===== src/sv/glpc_pkg.sv =====
`default_nettype none
package glpc_pkg;

    localparam int MAX_DIM     = 128;
    localparam int COUNT_WIDTH = 31;
    localparam int IDX_W       = (MAX_DIM > 1) ? $clog2(MAX_DIM) : 1;
    localparam int DIM_W       = 8;
    localparam int PATH_W      = 31;

    localparam logic [COUNT_WIDTH-1:0] COUNT_MAX = {COUNT_WIDTH{1'b1}};
    localparam logic [COUNT_WIDTH-1:0] COUNT_ONE = COUNT_WIDTH'(1);

    // controller -> datapath
    typedef struct packed {
        logic load;     // latch dimensions, clear sweep position
        logic zero;     // empty grid: emit a zero result
        logic run;      // visit one cell
    } t_cmd;

    // datapath -> controller
    typedef struct packed {
        logic zero_dim; // request has a zero dimension
        logic last;     // the cell being visited is the final one
    } t_status;

endpackage
`default_nettype wire


===== src/sv/grid_lattice_path_counter.sv =====
`default_nettype none
// Grid lattice path counter: number of right/down paths across a rows x cols grid.
//
// Request channel: drive i_rows, i_cols and raise start; the request is taken
// at a rising edge with start high and busy low. Dimensions above 128 are
// treated as 128.
// Result channel: o_valid is high for exactly one cycle with o_path_count and
// o_overflow; the receiver cannot stall, so the result must be taken then.
// o_overflow marks that some partial count saturated at 2^31-1.
//
// Timing: a request visits one cell per cycle through a single adder and a
// one-row count memory (one read and one write port). busy stays high until
// the final cell has been written; o_valid rises in the same cycle that busy
// falls, and the next request can be taken in that same cycle.
// A request with a zero dimension does not raise busy: a zero result appears
// on the next cycle.
// Reset (synchronous, active low) returns the controller to idle and drops
// o_valid; the row memory needs no clearing since each entry is written
// before it is read within a request.
module grid_lattice_path_counter (
    input  wire logic                          i_clk,
    input  wire logic                          i_rst_n,
    input  wire logic                          start,
    output logic                               busy,
    input  wire logic [glpc_pkg::DIM_W-1:0]    i_rows,
    input  wire logic [glpc_pkg::DIM_W-1:0]    i_cols,
    output logic                               o_valid,
    output logic [glpc_pkg::PATH_W-1:0]        o_path_count,
    output logic                               o_overflow
);

    glpc_pkg::t_cmd    w_cmd;
    glpc_pkg::t_status w_status;

    glpc_ctrl u_ctrl (
        .i_clk    (i_clk),
        .i_rst_n  (i_rst_n),
        .start    (start),
        .busy     (busy),
        .i_status (w_status),
        .o_cmd    (w_cmd)
    );

    glpc_dp u_dp (
        .i_clk        (i_clk),
        .i_rst_n      (i_rst_n),
        .i_rows       (i_rows),
        .i_cols       (i_cols),
        .i_cmd        (w_cmd),
        .o_status     (w_status),
        .o_valid      (o_valid),
        .o_path_count (o_path_count),
        .o_overflow   (o_overflow)
    );

endmodule
`default_nettype wire


===== src/sv/glpc_ctrl.sv =====
`default_nettype none
module glpc_ctrl (
    input  wire logic            i_clk,
    input  wire logic            i_rst_n,
    input  wire logic            start,
    output logic                 busy,
    input  glpc_pkg::t_status    i_status,
    output glpc_pkg::t_cmd       o_cmd
);

    typedef enum logic [1:0] {
        S_IDLE,
        S_RUN,
        S_DRAIN
    } t_state;

    t_state r_state;
    logic   r_busy;
    logic   w_accept;

    assign w_accept = start && !r_busy;
    assign busy     = r_busy;

    always_comb begin
        o_cmd.load = w_accept && !i_status.zero_dim;
        o_cmd.zero = w_accept && i_status.zero_dim;
        o_cmd.run  = (r_state == S_RUN);
    end

    always_ff @(posedge i_clk) begin
        if (!i_rst_n) begin
            r_state <= S_IDLE;
            r_busy  <= 1'b0;
        end else begin
            case (r_state)
                S_IDLE: begin
                    if (w_accept && !i_status.zero_dim) begin
                        r_state <= S_RUN;
                        r_busy  <= 1'b1;
                    end
                end
                S_RUN: begin
                    if (i_status.last) begin
                        r_state <= S_DRAIN;
                    end
                end
                S_DRAIN: begin
                    // final cell leaves the add stage this cycle
                    r_state <= S_IDLE;
                    r_busy  <= 1'b0;
                end
                default: begin
                    r_state <= S_IDLE;
                    r_busy  <= 1'b0;
                end
            endcase
        end
    end

endmodule
`default_nettype wire


===== src/sv/glpc_dp.sv =====
`default_nettype none
module glpc_dp (
    input  wire logic                          i_clk,
    input  wire logic                          i_rst_n,
    input  wire logic [glpc_pkg::DIM_W-1:0]    i_rows,
    input  wire logic [glpc_pkg::DIM_W-1:0]    i_cols,
    input  glpc_pkg::t_cmd                     i_cmd,
    output glpc_pkg::t_status                  o_status,
    output logic                               o_valid,
    output logic [glpc_pkg::PATH_W-1:0]        o_path_count,
    output logic                               o_overflow
);

    localparam int IW = glpc_pkg::IDX_W;
    localparam int CW = glpc_pkg::COUNT_WIDTH;

    logic [CW-1:0] r_mem [glpc_pkg::MAX_DIM];

    logic [IW-1:0] r_nr_last, r_nc_last;
    logic [IW-1:0] r_i, r_j;
    logic [IW-1:0] w_nr_last, w_nc_last;

    logic          r_s1_valid, r_s1_edge, r_s1_last;
    logic [IW-1:0] r_s1_j;
    logic [CW-1:0] r_rdata, r_left;
    logic          r_sat;

    logic          r_out_valid, r_out_ovf;
    logic [glpc_pkg::PATH_W-1:0] r_out_count;

    logic [CW:0]   w_sum;
    logic [CW-1:0] w_val;
    logic          w_sat;

    function automatic logic [IW-1:0] f_last_idx(input logic [glpc_pkg::DIM_W-1:0] v);
        if (32'(v) > 32'(glpc_pkg::MAX_DIM)) begin
            return IW'(glpc_pkg::MAX_DIM - 1);
        end
        return IW'(32'(v) - 32'd1);
    endfunction

    assign w_nr_last = f_last_idx(i_rows);
    assign w_nc_last = f_last_idx(i_cols);

    assign o_status.zero_dim = (i_rows == '0) || (i_cols == '0);
    assign o_status.last     = i_cmd.run && (r_i == r_nr_last) && (r_j == r_nc_last);

    // first row and first column always count one
    always_comb begin
        w_sum = {1'b0, r_rdata} + {1'b0, r_left};
        w_sat = 1'b0;
        if (r_s1_edge) begin
            w_val = glpc_pkg::COUNT_ONE;
        end else if (w_sum > {1'b0, glpc_pkg::COUNT_MAX}) begin
            w_val = glpc_pkg::COUNT_MAX;
            w_sat = 1'b1;
        end else begin
            w_val = w_sum[CW-1:0];
        end
    end

    // sweep position
    always_ff @(posedge i_clk) begin
        if (!i_rst_n) begin
            r_i <= '0;
            r_j <= '0;
        end else if (i_cmd.load) begin
            r_i <= '0;
            r_j <= '0;
        end else if (i_cmd.run && !o_status.last) begin
            if (r_j == r_nc_last) begin
                r_j <= '0;
                r_i <= r_i + IW'(1);
            end else begin
                r_j <= r_j + IW'(1);
            end
        end
    end

    always_ff @(posedge i_clk) begin
        if (i_cmd.load) begin
            r_nr_last <= w_nr_last;
            r_nc_last <= w_nc_last;
        end
    end

    // row store: read the cell above, write back in the next cycle
    always_ff @(posedge i_clk) begin
        if (i_cmd.run) begin
            r_rdata <= r_mem[r_j];
        end
        if (r_s1_valid) begin
            r_mem[r_s1_j] <= w_val;
        end
    end

    always_ff @(posedge i_clk) begin
        if (!i_rst_n) begin
            r_s1_valid <= 1'b0;
            r_s1_last  <= 1'b0;
        end else begin
            r_s1_valid <= i_cmd.run;
            r_s1_last  <= o_status.last;
        end
    end

    always_ff @(posedge i_clk) begin
        if (i_cmd.run) begin
            r_s1_j    <= r_j;
            r_s1_edge <= (r_i == '0) || (r_j == '0);
        end
        if (r_s1_valid) begin
            r_left <= w_val;
        end
    end

    always_ff @(posedge i_clk) begin
        if (!i_rst_n) begin
            r_sat <= 1'b0;
        end else if (i_cmd.load) begin
            r_sat <= 1'b0;
        end else if (r_s1_valid && w_sat) begin
            r_sat <= 1'b1;
        end
    end

    always_ff @(posedge i_clk) begin
        if (!i_rst_n) begin
            r_out_valid <= 1'b0;
        end else begin
            r_out_valid <= i_cmd.zero || (r_s1_valid && r_s1_last);
        end
    end

    always_ff @(posedge i_clk) begin
        if (i_cmd.zero) begin
            r_out_count <= '0;
            r_out_ovf   <= 1'b0;
        end else if (r_s1_valid && r_s1_last) begin
            r_out_count <= glpc_pkg::PATH_W'(w_val);
            r_out_ovf   <= r_sat || w_sat;
        end
    end

    assign o_valid      = r_out_valid;
    assign o_path_count = r_out_count;
    assign o_overflow   = r_out_ovf;

    a_ovf_max: assert property (@(posedge i_clk) disable iff (!i_rst_n)
        (o_valid && o_overflow) |-> (o_path_count == glpc_pkg::PATH_W'(glpc_pkg::COUNT_MAX)))
        else $error("overflow flagged without saturated count");

    a_left_nonzero: assert property (@(posedge i_clk) disable iff (!i_rst_n)
        (r_s1_valid && !r_s1_edge) |-> (r_left != '0))
        else $error("left neighbor count is zero inside the grid");

    a_col_range: assert property (@(posedge i_clk) disable iff (!i_rst_n)
        i_cmd.run |-> ((r_j <= r_nc_last) && (r_i <= r_nr_last)))
        else $error("sweep position beyond grid");

endmodule
`default_nettype wire

===== config.mk =====
export PLATFORM = sky130hd
export DESIGN_NAME = grid_lattice_path_counter
export DESIGN_NICKNAME = d
export VERILOG_FILES = /design/src/sv/glpc_pkg.sv /design/src/sv/grid_lattice_path_counter.sv /design/src/sv/glpc_ctrl.sv /design/src/sv/glpc_dp.sv
export SDC_FILE = /design/constraint.sdc
export NUM_CORES = 2
export LEC_CHECK = 0
export BUFFER_PORTS_ARGS = -buffer_cell sky130_fd_sc_hd__buf_4
export CAP_MARGIN = 20
export CORE_MARGIN = 10
export CORE_UTILIZATION = 33
export DETAILED_ROUTE_END_ITERATION = 6
export PLACE_DENSITY = 0.52
export REMOVE_ABC_BUFFERS = 1
export SLEW_MARGIN = 20
export SYNTH_ARGS = -nofsm -noshare
export SYNTH_HDL_FRONTEND = slang
export SYNTH_SLANG_ARGS = --single-unit

===== constraint.sdc =====
create_clock -name i_clk -period 13.9 [get_ports i_clk]
set_input_delay 0 -clock i_clk [delete_from_list [all_inputs] [get_ports i_clk]]
set_output_delay 0 -clock i_clk [all_outputs]
set_load 0.05 [all_outputs]

==> out/metrics.yaml <==
clocking:
  clkTransAtPathRegs_ns: 0.06
  h-tree-depth: 5
  clkLatencyLatePin_ns: 1.01
  cts_resized: 0
  clk_path_buf_depth: 4
  root_buffer: "clkbuf_16"
  cts_buffers: 426
  clock-sinks: 4105
  cts_tree: "yes"
  cts_setup_buffers: 0
  cts_hold_buffers: 59
power_and_ir_drop:
  irDropWorstVdd_mv: 0.119
  p_leak_nw: 55.1
  p_per_area_nw_per_um2: 138
synthesis:
  ys_warn_count: 0
  synthAdderAreaFrac: 0.00320
  ys_types: 67
  synth_seq_cells: 4105
  synth_edf_count: 4052
  synthSimpleGateAreaFrac: 0.0173
  synth-xor-area-share: 0.00304
  synth-main-ff-cell: "edfxtp_1"
  avgSynthCellArea_um2: 22.8
  synthArstFlopShare: 0
  synth_area_um2: 159000
  yosysSeqAreaShare: 0.774
  synth_top_family_by_area: "multiplexers"
  synth_cells: 6949
  muxShareOfSynthArea: 0.174
  synth_compound_area_frac: 0.0166
die:
  pin_count: 53
  core_um2: 479000
  die_x_um: 713
  fp.dieH_um: 713
  start_util: 0.331
  dieArea_um2: 509000
  num_rows: 254
detailed_routing:
  routed_wl_um: 485000
  ant_nets: 0
  firstDrtPassIters: 7
  drtIter0Drc: 10400
  wl_per_cell_um: 34.3
  drt-vias-per-instance: 5.54
  num_vias: 78400
  post-route-drc-count: 1
finish:
  num-nets-final: 7467
  multi_input_area_um2: 35200
  layout-drive-gt1-share: 0.295
  seq_area_um2: 123000
  final_cell_mix: "edfxtp_1, mux4_2, clkbuf_16"
  area_growth_pct: 15.1
  nFillCells: 42800
  layout_commonest_cell: "edfxtp_1"
  fin_area_um2: 183000
sta:
  fin_crit_sh: 0.405
  worstMarginPinSlew_ns: 1.17
  whs_ns: 0.0975
  skew_ns: 0.0658
  rsz0062_at_grt: "no"
  fin_ws_ns: 8.26
  fin_crit_ns: 5.64
  fmax_ghz: 0.177
  slew_viol_final: 0
  relSlewSlack: 0.219
  setup_violations: 0
  final_hold_viol_count: 0
global_routing:
  grt.busiest_layer: "met2"
  grt_pass1_vias: 79000
  use_met2: 0.295
  grtUsageMet1: 0.257
  grt_use_met3: 0.0394
  track_usage: 0.185
  antenna_found_initial: 52
  overflow: 0
  grt_pass1_wl_um: 662000
  grt_max_degree: 128
placement:
  place.gp.congestion: 0.828
  hpwl_um: 261000
  place_area_um2: 169000
  port_buffers: 52
  dpl_worst_slack_ns: 8.16
setup_path:
  startpoint_type: "register"
  cp_max_fo: 127
  critPathArrivalTime_ns: 6.37
  path_class: "register to register"
  worstPathRequired_ns: 14.63
  endpoint_kind: "register"
run_status:
  outcome: "finished with violations"
  violations: "design-rule violations"
min_path:
  hp-class: "input pin to register"
job:
  cap_viol_max_count: 0
Yosys cell counts, types with 18 or more instances:
master / n / area (um2)
nor2b_1: 39 / 244
inv_1: 28 / 105
nand3_1: 36 / 180
buf_1: 44 / 165
xnor2_1: 36 / 315
buf_4: 66 / 495
mux2_2: 52 / 586
dfxtp_1: 53 / 1060
mux4_2: 1137 / 25600
clkbuf_1: 138 / 518
nor3_1: 35 / 175
a31oi_1: 25 / 156
nor2_1: 246 / 923
xor2_1: 19 / 166
nand4_1: 18 / 113
mux2i_1: 135 / 1350
ha_1: 39 / 488
o21ai_0: 68 / 340
nand2_1: 187 / 702
edfxtp_1: 4052 / 122000
buf_2: 107 / 536
a21oi_1: 100 / 500
o22ai_1: 64 / 400
a211oi_1: 34 / 255
flip-flops by register name, summed over array words and instances (netlist names):
name,count
u_dp.r_mem,3968
u_dp.o_path_count,31
u_dp.r_left,31
u_dp.r_rdata,31
u_dp.r_i,7
u_dp.r_j,7
u_dp.r_nc_last,7
u_dp.r_nr_last,7
u_dp.r_s1_j,7
u_ctrl.r_state,2
u_ctrl.busy,1
u_dp.o_overflow,1
u_dp.o_valid,1
u_dp.r_s1_edge,1
u_dp.r_s1_last,1
u_dp.r_s1_valid,1
u_dp.r_sat,1
power by group:
part | total [mW] | leakage (nW) | internal, mW | switching [mW]
registers | 13.5 | 37.8 | 13.4 | 0.0540
clock network | 10.8 | 6.42 | 6.06 | 4.75
logic | 0.819 | 10.9 | 0.349 | 0.470
total | 25.1 | 55.1 | 19.8 | 5.27
routing by layer:
layer,part of all wire,up-vias,wire length (um)
li1,-,30500,-
met1,0.41,43600,201000
met2,0.47,3559,227000
met3,0.084,696,40700
met4,0.033,16,16000
met5,0.00022,-,109
worst paths after layout:
| path | slack, ns | startpoint | end | depth (start not counted) |
|---|---|---|---|---|
| setup / recovery | 8.26 | u_dp.r_j[1] | u_dp.r_rdata[13] | 8 |
| hold / removal | 0.1 | i_cols[1] | u_dp.r_nc_last[1] | 5 |
| setup reg to reg | 8.26 | u_dp.r_j[1] | u_dp.r_rdata[13] | 8 |
| hold reg to reg | 0.46 | u_ctrl.r_state[1] | u_ctrl.r_state[0] | 1 |
metrics by stage:
stage | util | instances | TNS, ns | power (mW)
CTS | 0.381 | 14100 | 0 | 25.3
floorplan | - | 6586 | -1440.92 | 15.0
detailed placement | 0.353 | 13300 | 0 | 14.6
global route | 0.381 | 14200 | 0 | 25.9
finish | 0.381 | 14200 | 0 | 25.1
global placement | 0.353 | 13300 | 0 | 14.6
logic make-up (layout without fill, tap and decap cells):
family | Yosys count | count (layout)
compound gates | 410 | 410
buf+inv | 394 | 1194
simple gates | 621 | 621
fa+ha+maj | 40 | 40
flops | 4105 | 4105
xor+xnor | 55 | 55
mux | 1324 | 1324
other cells | 0 | 16
cell type report:
class	instances	share of cell area
tap	6400	0.0439
antenna	16	0.000219
clock buffer	539	0.0619
inverter	31	0.000692
timing repair buffer	394	0.0183
sequential	4105	0.672
multi-input combinational	2450	0.193
clock inverter	230	0.00975
worst max-delay path, stage by stage (launching register included):
cell     delay (ns)
dfxtp_4        0.94
buf_12         0.66
buf_4          0.65
buf_4          0.73
mux4_2         0.41
mux4_2         0.62
mux4_2         0.50
nor2_1         0.40
nor2_1         0.08
Power figures use the tool's default switching activity.
